--- config.mk ---
export PLATFORM = sky130hd
export DESIGN_NAME = depth_sensor_bus_slave_top
export DESIGN_NICKNAME = d
export VERILOG_FILES = /design/src/rtl/core/dsbs_pkg.sv /design/src/rtl/core/dsbs_ram.sv /design/src/rtl/core/dsbs_front.sv /design/src/rtl/core/dsbs_queue.sv /design/src/rtl/core/dsbs_back.sv /design/src/rtl/core/depth_sensor_bus_slave_top.sv
export SDC_FILE = /design/constraint.sdc
export NUM_CORES = 2
export LEC_CHECK = 0
export ABC_AREA = 1
export BUFFER_PORTS_ARGS = -buffer_cell sky130_fd_sc_hd__buf_2
export CAP_MARGIN = 20
export CORE_UTILIZATION = 37
export CTS_BUF_LIST = sky130_fd_sc_hd__clkbuf_2 sky130_fd_sc_hd__clkbuf_4 sky130_fd_sc_hd__clkbuf_8
export DETAILED_ROUTE_END_ITERATION = 6
export PLACE_DENSITY = 0.56
export SKIP_CTS_REPAIR_TIMING = 1
export SLEW_MARGIN = 30
export SYNTH_ARGS = -nofsm -noshare
export SYNTH_HDL_FRONTEND = slang
export SYNTH_HIERARCHICAL = 1
export SYNTH_SLANG_ARGS = --single-unit
--- constraint.sdc ---
create_clock -name clk_i -period 5.29 [get_ports clk_i]
set_clock_uncertainty 0.05 [all_clocks]
set_input_delay 0.2645 -clock clk_i [delete_from_list [all_inputs] [get_ports clk_i]]
set_output_delay 0.2645 -clock clk_i [all_outputs]
set_load 0.02 [all_outputs]
--- src/rtl/core/dsbs_pkg.sv ---
// Shared types and constants for the depth sensor bus slave.
// No dependencies; dsbs_front, dsbs_queue, dsbs_back and the top import this package.
package dsbs_pkg;

  localparam int unsigned SAMPLE_MAX_W = 16;
  localparam int unsigned AVG_W        = 16;
  localparam int unsigned QUEUE_DEPTH  = 2;
  localparam int unsigned ID_REPLY_LEN = 7;

  localparam logic [1:0] OP_WRITE  = 2'd0;
  localparam logic [1:0] OP_READ   = 2'd1;
  localparam logic [1:0] OP_SAMPLE = 2'd2;

  localparam logic [7:0] CMD_PING      = 8'd0;
  localparam logic [7:0] CMD_IDENT     = 8'd1;
  localparam logic [7:0] CMD_REG_READ  = 8'd2;
  localparam logic [7:0] CMD_REG_WRITE = 8'd3;
  localparam logic [7:0] CMD_SPEED0    = 8'd4;
  localparam logic [7:0] CMD_SPEED1    = 8'd5;
  localparam logic [7:0] CMD_RELAY_ON  = 8'd6;
  localparam logic [7:0] CMD_RELAY_OFF = 8'd7;
  localparam logic [7:0] CMD_DEPTH     = 8'd8;

  localparam logic [2:0] ST_TOP    = 3'd0;
  localparam logic [2:0] ST_READ   = 3'd1;
  localparam logic [2:0] ST_WRITE  = 3'd2;
  localparam logic [2:0] ST_SPEED0 = 3'd4;
  localparam logic [2:0] ST_SPEED1 = 3'd5;

  localparam logic [7:0] REPLY_PING   = 8'd0;
  localparam logic [7:0] REPLY_REG    = 8'd1;
  localparam logic [7:0] REPLY_DEPTHV = 8'd2;
  localparam logic [7:0] REG_RESET    = 8'd65;
  localparam logic [AVG_W-1:0] AVG_RESET = 16'h1234;
  localparam logic [3:0] BATCH_LAST   = 4'd15;

  typedef enum logic [1:0] {
    KIND_WRITE,
    KIND_READ,
    KIND_SAMPLE,
    KIND_NOP
  } kind_e;

  typedef struct packed {
    logic [1:0] opcode;
    logic [7:0] bus_data;
    logic [9:0] sample;
  } in_t;

  typedef struct packed {
    logic [7:0] read_data;
    logic       relay_on;
    logic       speed_valid;
    logic       speed_port;
    logic [7:0] speed_first;
    logic [7:0] speed_second;
  } out_t;

  typedef struct packed {
    kind_e                   kind;
    logic [7:0]              data;
    logic [SAMPLE_MAX_W-1:0] sample;
  } req_t;

  // identify reply: length, then the name text, then a terminator
  function automatic logic [7:0] id_byte(input logic [2:0] pos);
    logic [7:0] b;
    case (pos)
      3'd0:    b = 8'd5;
      3'd1:    b = 8'h44;
      3'd2:    b = 8'h65;
      3'd3:    b = 8'h70;
      3'd4:    b = 8'h74;
      3'd5:    b = 8'h68;
      default: b = 8'h00;
    endcase
    return b;
  endfunction

endpackage

--- src/rtl/core/dsbs_ram.sv ---
// Generic single-write, single-read RAM with registered read data.
// No dependencies.
module dsbs_ram #(
  parameter int unsigned WIDTH = 10,
  parameter int unsigned DEPTH = 128
) (
  input  logic                     clk_i,
  input  logic                     we_i,
  input  logic [$clog2(DEPTH)-1:0] waddr_i,
  input  logic [WIDTH-1:0]         wdata_i,
  input  logic [$clog2(DEPTH)-1:0] raddr_i,
  output logic [WIDTH-1:0]         rdata_o
);

  logic [WIDTH-1:0] mem_q [DEPTH];
  logic [WIDTH-1:0] rdata_q;

  always_ff @(posedge clk_i) begin
    if (we_i) begin
      mem_q[waddr_i] <= wdata_i;
    end
    rdata_q <= mem_q[raddr_i];
  end

  assign rdata_o = rdata_q;

endmodule

--- src/rtl/core/dsbs_front.sv ---
// Front end: takes input requests and classifies them for the queue.
// Depends on dsbs_pkg.
module dsbs_front #(
  parameter int unsigned SAMPLE_BITS = 10
) (
  input  logic           in_valid_i,
  output logic           in_stall_o,
  input  dsbs_pkg::in_t  in_req_i,
  input  logic           q_full_i,
  output logic           q_push_o,
  output dsbs_pkg::req_t q_req_o
);
  import dsbs_pkg::*;

  localparam logic [SAMPLE_MAX_W-1:0] SMP_MASK =
    SAMPLE_MAX_W'((64'd1 << SAMPLE_BITS) - 64'd1);

  kind_e kind;

  always_comb begin
    case (in_req_i.opcode)
      OP_WRITE:  kind = KIND_WRITE;
      OP_READ:   kind = KIND_READ;
      OP_SAMPLE: kind = KIND_SAMPLE;
      default:   kind = KIND_NOP;
    endcase
  end

  assign in_stall_o      = q_full_i;
  assign q_push_o        = in_valid_i && !q_full_i;
  assign q_req_o.kind    = kind;
  assign q_req_o.data    = in_req_i.bus_data;
  assign q_req_o.sample  = SAMPLE_MAX_W'(in_req_i.sample) & SMP_MASK;

endmodule

--- src/rtl/core/dsbs_queue.sv ---
// Short request queue between front and back ends.
// Depends on dsbs_pkg.
module dsbs_queue (
  input  logic           clk_i,
  input  logic           rst_ni,
  input  logic           push_i,
  input  dsbs_pkg::req_t req_i,
  input  logic           pop_i,
  output logic           valid_o,
  output logic           full_o,
  output dsbs_pkg::req_t req_o
);
  import dsbs_pkg::*;

  localparam int unsigned IDX_W = $clog2(QUEUE_DEPTH);
  localparam int unsigned CNT_W = $clog2(QUEUE_DEPTH + 1);

  req_t             slot_q [QUEUE_DEPTH];
  logic [IDX_W-1:0] wr_q, wr_d, rd_q, rd_d;
  logic [CNT_W-1:0] cnt_q, cnt_d;
  logic             do_pop;

  assign do_pop  = pop_i && (cnt_q != '0);
  assign valid_o = (cnt_q != '0);
  assign full_o  = (cnt_q == CNT_W'(QUEUE_DEPTH));
  assign req_o   = slot_q[rd_q];

  always_comb begin
    wr_d  = wr_q;
    rd_d  = rd_q;
    cnt_d = cnt_q;
    if (push_i) begin
      wr_d = (wr_q == IDX_W'(QUEUE_DEPTH - 1)) ? '0 : wr_q + 1'b1;
    end
    if (do_pop) begin
      rd_d = (rd_q == IDX_W'(QUEUE_DEPTH - 1)) ? '0 : rd_q + 1'b1;
    end
    if (push_i && !do_pop) begin
      cnt_d = cnt_q + 1'b1;
    end else if (!push_i && do_pop) begin
      cnt_d = cnt_q - 1'b1;
    end
  end

  always_ff @(posedge clk_i or negedge rst_ni) begin
    if (!rst_ni) begin
      wr_q  <= '0;
      rd_q  <= '0;
      cnt_q <= '0;
    end else begin
      wr_q  <= wr_d;
      rd_q  <= rd_d;
      cnt_q <= cnt_d;
    end
  end

  always_ff @(posedge clk_i) begin
    if (push_i) begin
      slot_q[wr_q] <= req_i;
    end
  end

endmodule

--- src/rtl/core/dsbs_back.sv ---
// Back end: command machine, reply buffer, settings, depth averager, result register.
// Depends on dsbs_pkg and dsbs_ram.
module dsbs_back #(
  parameter int unsigned REPLY_DEPTH = 8,
  parameter int unsigned AVG_WINDOW  = 128,
  parameter int unsigned REG_COUNT   = 16,
  parameter int unsigned SAMPLE_BITS = 10
) (
  input  logic           clk_i,
  input  logic           rst_ni,
  input  logic           q_valid_i,
  input  dsbs_pkg::req_t q_req_i,
  output logic           q_pop_o,
  output logic           out_valid_o,
  input  logic           out_stall_i,
  output dsbs_pkg::out_t out_req_o
);
  import dsbs_pkg::*;

  localparam int unsigned PTR_W     = $clog2(REPLY_DEPTH + 1);
  localparam int unsigned RIDX_W    = $clog2(REPLY_DEPTH);
  localparam int unsigned REG_W     = $clog2(REG_COUNT);
  localparam int unsigned RING_W    = $clog2(AVG_WINDOW);
  localparam int unsigned SUM_W     = SAMPLE_BITS + RING_W;
  localparam int unsigned DIV_SHIFT = SUM_W + RING_W;
  localparam int unsigned RECIP_W   = SUM_W + 1;
  localparam int unsigned PROD_W    = SUM_W + RECIP_W;
  localparam longint unsigned RECIP_L =
    ((64'd1 << DIV_SHIFT) + AVG_WINDOW - 1) / AVG_WINDOW;
  localparam logic [RECIP_W-1:0] RECIP = RECIP_W'(RECIP_L);

  logic [2:0]             state_q, state_d;
  logic                   argc_q, argc_d;
  logic [7:0]             first_q, first_d;
  logic [7:0]             regs_q [REG_COUNT];
  logic [7:0]             regs_d [REG_COUNT];
  logic [7:0]             reply_q [REPLY_DEPTH];
  logic [7:0]             reply_d [REPLY_DEPTH];
  logic [PTR_W-1:0]       ptr_q, ptr_d;
  logic                   relay_q, relay_d;
  logic [RING_W-1:0]      ring_idx_q, ring_idx_d;
  logic                   wrapped_q, wrapped_d;
  logic [3:0]             batch_q, batch_d;
  logic [SUM_W-1:0]       sum_q, sum_d;
  logic [AVG_W-1:0]       avg_q;
  logic                   avg_pend_q, avg_pend_d;
  logic                   out_valid_q;
  out_t                   out_q, res;
  logic [REG_W-1:0]       reg_map [256];
  logic [PROD_W-1:0]      prod;
  logic [AVG_W-1:0]       avg_now;
  logic [SAMPLE_BITS-1:0] smp;
  logic [SAMPLE_BITS-1:0] ring_rd, ring_old;
  logic                   ring_we;
  logic                   pop;
  logic [7:0]             d;

  always_comb begin
    for (int k = 0; k < 256; k++) begin
      reg_map[k] = REG_W'(k % REG_COUNT);
    end
  end

  // sum / AVG_WINDOW by reciprocal multiply, exact for every reachable sum
  assign prod    = PROD_W'(sum_q) * PROD_W'(RECIP);
  assign avg_now = avg_pend_q ? AVG_W'(prod[DIV_SHIFT +: SAMPLE_BITS]) : avg_q;

  assign pop      = q_valid_i && (!out_valid_q || !out_stall_i);
  assign q_pop_o  = pop;
  assign d        = q_req_i.data;
  assign smp      = SAMPLE_BITS'(q_req_i.sample);
  assign ring_old = wrapped_q ? ring_rd : '0;
  assign ring_we  = pop && (q_req_i.kind == KIND_SAMPLE);

  always_comb begin
    state_d    = state_q;
    argc_d     = argc_q;
    first_d    = first_q;
    regs_d     = regs_q;
    reply_d    = reply_q;
    ptr_d      = ptr_q;
    relay_d    = relay_q;
    ring_idx_d = ring_idx_q;
    wrapped_d  = wrapped_q;
    batch_d    = batch_q;
    sum_d      = sum_q;
    avg_pend_d = 1'b0;
    res        = '0;
    if (pop) begin
      case (q_req_i.kind)
        KIND_WRITE: begin
          ptr_d = '0;
          case (state_q)
            ST_TOP: begin
              case (d)
                CMD_PING: reply_d[0] = REPLY_PING;
                CMD_IDENT: begin
                  for (int k = 0; k < REPLY_DEPTH; k++) begin
                    if (k < ID_REPLY_LEN) begin
                      reply_d[k] = id_byte(3'(k));
                    end
                  end
                end
                CMD_REG_READ: begin
                  state_d = ST_READ;
                  argc_d  = 1'b0;
                end
                CMD_REG_WRITE: begin
                  state_d = ST_WRITE;
                  argc_d  = 1'b0;
                end
                CMD_SPEED0: begin
                  state_d = ST_SPEED0;
                  argc_d  = 1'b0;
                end
                CMD_SPEED1: begin
                  state_d = ST_SPEED1;
                  argc_d  = 1'b0;
                end
                CMD_RELAY_ON:  relay_d = 1'b1;
                CMD_RELAY_OFF: relay_d = 1'b0;
                CMD_DEPTH: begin
                  reply_d[0] = REPLY_DEPTHV;
                  reply_d[1] = avg_now[15:8];
                  reply_d[2] = avg_now[7:0];
                end
                default: ;
              endcase
            end
            ST_READ: begin
              argc_d     = 1'b0;
              state_d    = ST_TOP;
              reply_d[0] = REPLY_REG;
              reply_d[1] = regs_q[reg_map[d]];
            end
            ST_WRITE: begin
              if (!argc_q) begin
                first_d = d;
                argc_d  = 1'b1;
              end else begin
                argc_d                  = 1'b0;
                state_d                 = ST_TOP;
                regs_d[reg_map[first_q]] = d;
              end
            end
            ST_SPEED0, ST_SPEED1: begin
              if (!argc_q) begin
                first_d = d;
                argc_d  = 1'b1;
              end else begin
                argc_d           = 1'b0;
                state_d          = ST_TOP;
                res.speed_valid  = 1'b1;
                res.speed_port   = (state_q == ST_SPEED1);
                res.speed_first  = first_q;
                res.speed_second = d;
              end
            end
            default: begin
              state_d = ST_TOP;
              argc_d  = 1'b0;
            end
          endcase
        end
        KIND_READ: begin
          if (ptr_q < PTR_W'(REPLY_DEPTH)) begin
            res.read_data = reply_q[ptr_q[RIDX_W-1:0]];
            ptr_d         = ptr_q + 1'b1;
          end
        end
        KIND_SAMPLE: begin
          sum_d = sum_q - SUM_W'(ring_old) + SUM_W'(smp);
          if (ring_idx_q == RING_W'(AVG_WINDOW - 1)) begin
            ring_idx_d = '0;
            wrapped_d  = 1'b1;
          end else begin
            ring_idx_d = ring_idx_q + 1'b1;
          end
          batch_d = batch_q + 1'b1;
          if (batch_q == BATCH_LAST) begin
            avg_pend_d = 1'b1;
          end
        end
        default: ;
      endcase
      res.relay_on = relay_d;
    end
  end

  dsbs_ram #(
    .WIDTH(SAMPLE_BITS),
    .DEPTH(AVG_WINDOW)
  ) u_ring (
    .clk_i  (clk_i),
    .we_i   (ring_we),
    .waddr_i(ring_idx_q),
    .wdata_i(smp),
    .raddr_i(ring_idx_d),
    .rdata_o(ring_rd)
  );

  always_ff @(posedge clk_i or negedge rst_ni) begin
    if (!rst_ni) begin
      state_q     <= ST_TOP;
      argc_q      <= 1'b0;
      first_q     <= '0;
      regs_q      <= '{default: REG_RESET};
      reply_q     <= '{default: 8'h00};
      ptr_q       <= '0;
      relay_q     <= 1'b1;
      ring_idx_q  <= '0;
      wrapped_q   <= 1'b0;
      batch_q     <= '0;
      sum_q       <= '0;
      avg_q       <= AVG_RESET;
      avg_pend_q  <= 1'b0;
      out_valid_q <= 1'b0;
    end else begin
      state_q    <= state_d;
      argc_q     <= argc_d;
      first_q    <= first_d;
      regs_q     <= regs_d;
      reply_q    <= reply_d;
      ptr_q      <= ptr_d;
      relay_q    <= relay_d;
      ring_idx_q <= ring_idx_d;
      wrapped_q  <= wrapped_d;
      batch_q    <= batch_d;
      sum_q      <= sum_d;
      avg_q      <= avg_now;
      avg_pend_q <= avg_pend_d;
      if (pop) begin
        out_valid_q <= 1'b1;
      end else if (!out_stall_i) begin
        out_valid_q <= 1'b0;
      end
    end
  end

  always_ff @(posedge clk_i) begin
    if (pop) begin
      out_q <= res;
    end
  end

  assign out_valid_o = out_valid_q;
  assign out_req_o   = out_q;

  a_ptr_bound: assert property (@(posedge clk_i) disable iff (!rst_ni)
    ptr_q <= PTR_W'(REPLY_DEPTH))
    else $error("reply pointer past buffer end");

  a_argc_state: assert property (@(posedge clk_i) disable iff (!rst_ni)
    argc_q |-> (state_q == ST_WRITE || state_q == ST_SPEED0 || state_q == ST_SPEED1))
    else $error("argument count set outside a two-byte command");

  a_speed_done: assert property (@(posedge clk_i) disable iff (!rst_ni)
    (pop && res.speed_valid) |=> (state_q == ST_TOP && !argc_q))
    else $error("speed set did not return to top level");

  a_no_overwrite: assert property (@(posedge clk_i) disable iff (!rst_ni)
    (out_valid_q && out_stall_i) |-> !pop)
    else $error("result register overwritten while stalled");

endmodule

--- src/rtl/core/depth_sensor_bus_slave_top.sv ---
// Depth sensor bus slave: front end, request queue and back end.
// Depends on dsbs_pkg, dsbs_front, dsbs_queue, dsbs_back and dsbs_ram.
//
// Each request (master byte write, master byte read or converter sample) yields
// one result. The front end takes a request every cycle while the two-entry queue
// has room; the back end retires one request per cycle into a result register
// unless a held result is stalled, so the sustained rate is one request per cycle
// while not stalled. Sample history sits in an AVG_WINDOW-entry RAM read
// ahead of use; every 16th sample reloads the depth average (window sum / window).
module depth_sensor_bus_slave_top #(
  parameter int unsigned REPLY_DEPTH = 8,
  parameter int unsigned AVG_WINDOW  = 128,
  parameter int unsigned REG_COUNT   = 16,
  parameter int unsigned SAMPLE_BITS = 10
) (
  input  logic           clk_i,
  input  logic           rst_ni,
  input  logic           in_valid_i,
  output logic           in_stall_o,
  input  dsbs_pkg::in_t  in_req_i,
  output logic           out_valid_o,
  input  logic           out_stall_i,
  output dsbs_pkg::out_t out_req_o
);
  import dsbs_pkg::*;

  req_t front_req, queue_req;
  logic push, pop, q_full, q_valid;

  dsbs_front #(
    .SAMPLE_BITS(SAMPLE_BITS)
  ) u_front (
    .in_valid_i(in_valid_i),
    .in_stall_o(in_stall_o),
    .in_req_i  (in_req_i),
    .q_full_i  (q_full),
    .q_push_o  (push),
    .q_req_o   (front_req)
  );

  dsbs_queue u_queue (
    .clk_i  (clk_i),
    .rst_ni (rst_ni),
    .push_i (push),
    .req_i  (front_req),
    .pop_i  (pop),
    .valid_o(q_valid),
    .full_o (q_full),
    .req_o  (queue_req)
  );

  dsbs_back #(
    .REPLY_DEPTH(REPLY_DEPTH),
    .AVG_WINDOW (AVG_WINDOW),
    .REG_COUNT  (REG_COUNT),
    .SAMPLE_BITS(SAMPLE_BITS)
  ) u_back (
    .clk_i      (clk_i),
    .rst_ni     (rst_ni),
    .q_valid_i  (q_valid),
    .q_req_i    (queue_req),
    .q_pop_o    (pop),
    .out_valid_o(out_valid_o),
    .out_stall_i(out_stall_i),
    .out_req_o  (out_req_o)
  );

endmodule
Word-level counts from Yosys, hierarchy flattened
Memory sizes are Yosys's and may differ from the RTL's. A register that Yosys moved wholly into a read port is not among the register bits.
Cells that the tools add are included.
Storage, ports and cells
  bits in registers: 249
  memory bits (writable): 1320
  bits in read-only memories: 2048
  input port bits: 24
  output and inout port bits: 29
  logic and storage cells: 180
  memories: 4
Cells by class
  $add $sub $neg: 9
  magnitude comparators: 7
  eq/ne operators: 26
  muxes and demuxes: 47
  bitwise logic cells: 6
  reduce and logical (&&, ||, !) cells: 39
Memories
  u_back.u_ring.mem_q: words 128, width 10, read ports 1, clocked after memory_dff 1, write ports 1, RTL line dsbs_ram.sv:15  | logic [WIDTH-1:0] mem_q [DEPTH];
  (no name shown): words 256, width 4, read ports 1, clocked after memory_dff 0, write ports 0, RTL line dsbs_back.sv:143  | regs_d[reg_map[first_q]] = d;
  (no name shown): words 256, width 4, read ports 1, clocked after memory_dff 0, write ports 0, RTL line dsbs_back.sv:134  | reply_d[1] = regs_q[reg_map[d]];
  u_queue.slot_q: words 2, width 20, read ports 1, clocked after memory_dff 0, write ports 1, RTL line dsbs_queue.sv:18  | req_t slot_q [QUEUE_DEPTH];
Operators by type and width (count)
  bitwise mux 128 bit: 1
  case mux 16 bit (2 select lines): 2
  two-way mux 8 bit: 5
  binary-select mux 8 bit (select 4 bit): 1
  demux 8 bit (select 4 bit): 1
  equality test 8 x 3 -> 1 bit (second input constant): 4
  AND reduction 4 bit: 7
  binary-select mux 8 bit (select 3 bit): 1
  case mux 8 bit (3 select lines): 1
  two-way mux 7 bit: 3
  two-way mux 4 bit: 5
  greater-or-equal comparator 9 bit (second input constant): 2
  two-way mux 18 bit: 1
  inverter 8 -> 9 bit: 2
  adder 17 x 10 -> 17 bit: 1
  subtractor 17 x 10 -> 17 bit: 1
  equality test 8 x 2 -> 1 bit (second input constant): 2
  two-way mux 16 bit: 1
  two-way mux 1 bit: 15
  case mux 3 bit (4 select lines): 1
  AND reduction 3 bit: 4
  greater-or-equal comparator 5 bit (second input constant): 2
  two-way mux 10 bit: 1
  inverter 4 -> 5 bit: 2
  other kinds (41): 68

Depth between registers and ports, before layout
  depth in word-level cells: 10
  depth in mapped cells: 25
  gate-level depth less buffers: 19

Hierarchy
The synthesis kept the hierarchy.
By module, submodules not included
  dsbs_ram: instances 1, cells each 4419, area each 52206.3 um^2
  dsbs_back: instances 1, cells each 1568, area each 12283.0 um^2
  dsbs_queue: instances 1, cells each 163, area each 2147.1 um^2
  dsbs_front: instances 1, cells each 30, area each 209.0 um^2

Worst setup path after synthesis
Ideal clock, no wire load.
  path kind: register to register
  start point: register u_queue.rd_q
  end point: register u_back.sum_q[14]
  setup time: 0.131 ns
  data arrival time: 4.158 ns
  required time: 5.109 ns
  path slack: 0.951 ns
  stages on the path, launching flop included: 18
  clock period less this slack: 4.339 ns
  path through: dfrtp_1 buf_6 inv_8 buf_6 nand2_1 nand2_1 inv_1 fa_1 inv_1 fa_1 nand2_1 nand2_1 nand3b_1 nand2_1 nand2_1 nand3_1 nand3_1 o21ai_0
RTL lines
  from (decl): RTL line dsbs_queue.sv:19  | logic [IDX_W-1:0] wr_q, wr_d, rd_q, rd_d;
  from (signal assigned): RTL line dsbs_queue.sv:52  | rd_q <= rd_d;
  to (signal assigned): RTL line dsbs_back.sv:229  | sum_q <= sum_d;
  to (decl): RTL line dsbs_back.sv:44  | logic [SUM_W-1:0] sum_q, sum_d;

==> results.txt <==
The flow ran to the end, and the final reports show no timing, DRC or antenna violations. The die width came out at 425.5 um. Across the VDD grid, the largest voltage drop is 882.6 uV. The area of the core is around 0.18 sq mm. A synthesized cell averages 10.80 sq um.

The length in cells of the worst reg-to-reg path is 18. The maximum fanout encountered on the critical timing path is 110. The number of nets in the final layout came out at 6300.

The worst hold path was traced through 4 stages. The clock passes through at most 4 buffers. For this design the top-level I/O count stands at 53. From bottom edge to top edge, the die measures 425.5 um. The headroom to the max-slew limit came out at 31.38%. Setup repair after global routing left no endpoint under its margin. The power density of the placed cells is 611.0 mW/mm^2.

The half-perimeter wire length after placement came out at 102600 um. The first global-routing pass estimated 275000 um of wire. The final total power came out at 45700 uW.

Leaving out fill and tap cells, the most frequent cells in the layout are 2136 x sky130_fd_sc_hd__nand2_1, 1347 x sky130_fd_sc_hd__edfxtp_1, 1235 x sky130_fd_sc_hd__nand3_1, 307 x sky130_fd_sc_hd__clkbuf_8, 227 x sky130_fd_sc_hd__inv_1. For the worst-skew pair, the clock arrives at the later sink with an insertion delay of 1.01 ns. The logic depth of the worst path, buffers included came out at 18. On the worst path, the slowest cell contributes a delay of 0.63 ns. The final cycle utilization of the critical path came out at 82.57%. Excluding fillers, the count of instances in the completed layout stands at 8800.

After clock tree synthesis, the clock-pin slew on the worst setup and hold paths is 0.06 ns. The worst register-to-register path begins at u_queue/rd_q. The path with the worst hold slack has its endpoint at u_back/out_valid_o. The post-detailed-route via-to-cell ratio came out at 5.124. The total count of max-transition violations in the final report is 0. The library cell used most frequently in the layout, excluding fill and tap cells, is sky130_fd_sc_hd__nand2_1. Static timing analysis puts the maximum clock frequency at between 0.2 and 0.25 GHz. Setup violations remaining at the end of the flow were counted as 0. The number of fill cells is around 17k. The global-route congestion overflow total came out at 0.

Yosys printed 6 warnings. In the final layout, flip-flops and latches occupy 0.04610 sq mm. At the pin with the least slew margin, the transition time is about 1.0 ns. The final routed DRC violation total came out at 0. The number of global-route vias before repair is 43.65k.

The floorplan has ~160 rows. Entering global routing, the biggest net connects 162 pins. The buffer and inverter count on the worst path is 5. The tool flagged a number of max-cap violations equal to 0. The number of vias in the routed layout is 45.09k.

The cell area after synthesis came out at 0.06637 sq mm. The placer congestion estimate came out at about 0.82. The path class of the tightest hold or removal check is in -> reg.

The worst path setup slack after routing came out at 0.9221 ns. The number of buffers added on ports came out at 52. For the finished layout, the period the worst path requires is around 4.4 ns. STA classifies the critical path startpoint as a flop. The required time at the worst-slack endpoint is 6.19 ns. The final-layout setup total negative slack came out at 0 ns. The setup path with the least slack is of type reg -> reg.

The worst setup path is captured at a flop. The total track usage is between 15 and 20%. The placed cell count came out at between 8k and 9k. The number of nets with antenna violations after routing came out at 0. The depth of the CTS H-tree is 5. In this design, the largest share of critical-path delay is due to simple AND/OR/NAND/NOR gates. Setup slack on the worst reg-to-reg path comes out at between 0.9 and 1 ns. The critical path goes through inv_8 -> nand2_1 -> nand2_1 -> inv_1 -> nand3_2 -> inv_1 -> nand2_1 -> xnor2_2 -> buf_12 -> buf_16 -> nand3_1 -> nand3_1 -> nand2_1 -> nand2_1 -> nand3_1 -> nand2_1 -> nand2_1 -> nand2_1. The count of endpoints failing hold in the final timing report is 0. The slowest stage of the critical path belongs to the cell sky130_fd_sc_hd__dfrtp_1. Counting the buffers created by CTS gives 288. The proportion of layout cells with a drive suffix above 1 came out at 11.88%. TritonCTS built the clock tree. The overall routed net length came out at 182000 um. The area taken by multi-input logic gates came out at between 0.015 and 0.02 sq mm. The clock sink total is 1573. The post-synth net total came out at 6198.

In this run the critical register-to-register path is captured at u_back/u_ring/rdata_o[3]. The cell count after synthesis is about 6k. Before CTS, the worst setup slack after placement is slightly above 0.9 ns. The number of antenna violations at the first check in global routing came out at 4. The average wire per cell in the routed design is just over 20 um.

The startpoint of the lowest-slack hold path is out_stall_i. The area growth from synthesis to layout came out at 12.70%. The analysis attributes to cell leakage a power of 0.02841 uW.

Clock tree synthesis selected as its root buffer the cell sky130_fd_sc_hd__clkbuf_8. The first detailed-routing pass ran for 5 iterations. The number of design-rule violations left by the first detailed-router iteration is 4285. The starting density of the core is 37.24%. The most frequent cell on the critical path is sky130_fd_sc_hd__nand2_1. The data arrival time at the worst-slack endpoint came out at 5.27 ns.

The die outline area is 0.1811 sq mm.
## state kept, by name, indices dropped and copies added (netlist names), 3 cells and up
register               count
u_back/avg_q              16
u_back/batch_q             4
u_back/first_q             8
u_back/out_req_o          27
u_back/ptr_q               4
u_back/regs_q            128
u_back/reply_q            20
u_back/ring_idx_q          7
u_back/state_q             3
u_back/sum_q              17
u_back/u_ring/mem_q     1280
u_back/u_ring/rdata_o     10
u_queue/slot_q            40
## worst max-delay path by stage
| stage | startpoint | end | slack [ns] |
|---|---|---|---|
| 2_1_floorplan | u_queue/rd_q | u_back/sum_q[14] | 0.97 |
| 3_3_place_gp | u_queue/rd_q | u_back/u_ring/rdata_o[4] | 0.98 |
| 3_5_place_dp | u_queue/rd_q | u_back/u_ring/rdata_o[4] | 0.92 |
| 4_1_cts | u_queue/rd_q | u_back/u_ring/rdata_o[4] | 0.93 |
| 5_1_grt | u_queue/rd_q | u_back/u_ring/rdata_o[9] | 0.63 |
| 6_report | u_queue/rd_q | u_back/u_ring/rdata_o[3] | 0.92 |
## stage by stage
step | hold WS (ns) | utilization (%) | area [sq um]
final | 0.02437 | 41.97 | 74800
after global routing | -0.001581 | 41.96 | 74790
after CTS | -0.7744 | 41.62 | 74180
after detailed placement | 0.3319 | 38.60 | 68800
after global placement | 0.3274 | 38.52 | 68650
after floorplan | -0.08109 | - | 66370
## area by class of cell
type,instances,share of cell area [%]
clock inverters,80,0.5604
flip-flops and latches,1573,61.64
clock buffers,406,6.643
well taps,2355,3.939
diodes,4,0.01338
inverters,236,1.221
multi-input cells,3961,23.69
repair buffers,185,2.298
## metal layers
layer / GRT usage (%) / share of wire, % / up-vias
met1: 27.23 / 44 / 22120
li1: - / - / 21220
met5: 0 / 0.0071 / -
met2: 31.59 / 47 / 1462
met4: 6.805 / 2.6 / 2
met3: 3.883 / 6.5 / 294
## power by group
part,total (uW),internal [uW],leakage (uW),switching [uW]
sequential,15900,15600,0.0150,286
clock,11100,6150,0.00287,4910
combinational,18800,4750,0.0105,14000
total,45700,26500,0.0284,19200
## tightest hold or removal path: cells and delay by family
kind	cells	cell delay, ns
buffers and inverters	2	0.62
and+or+nand+nor	2	0.13
Power figures use the tool's default switching activity.
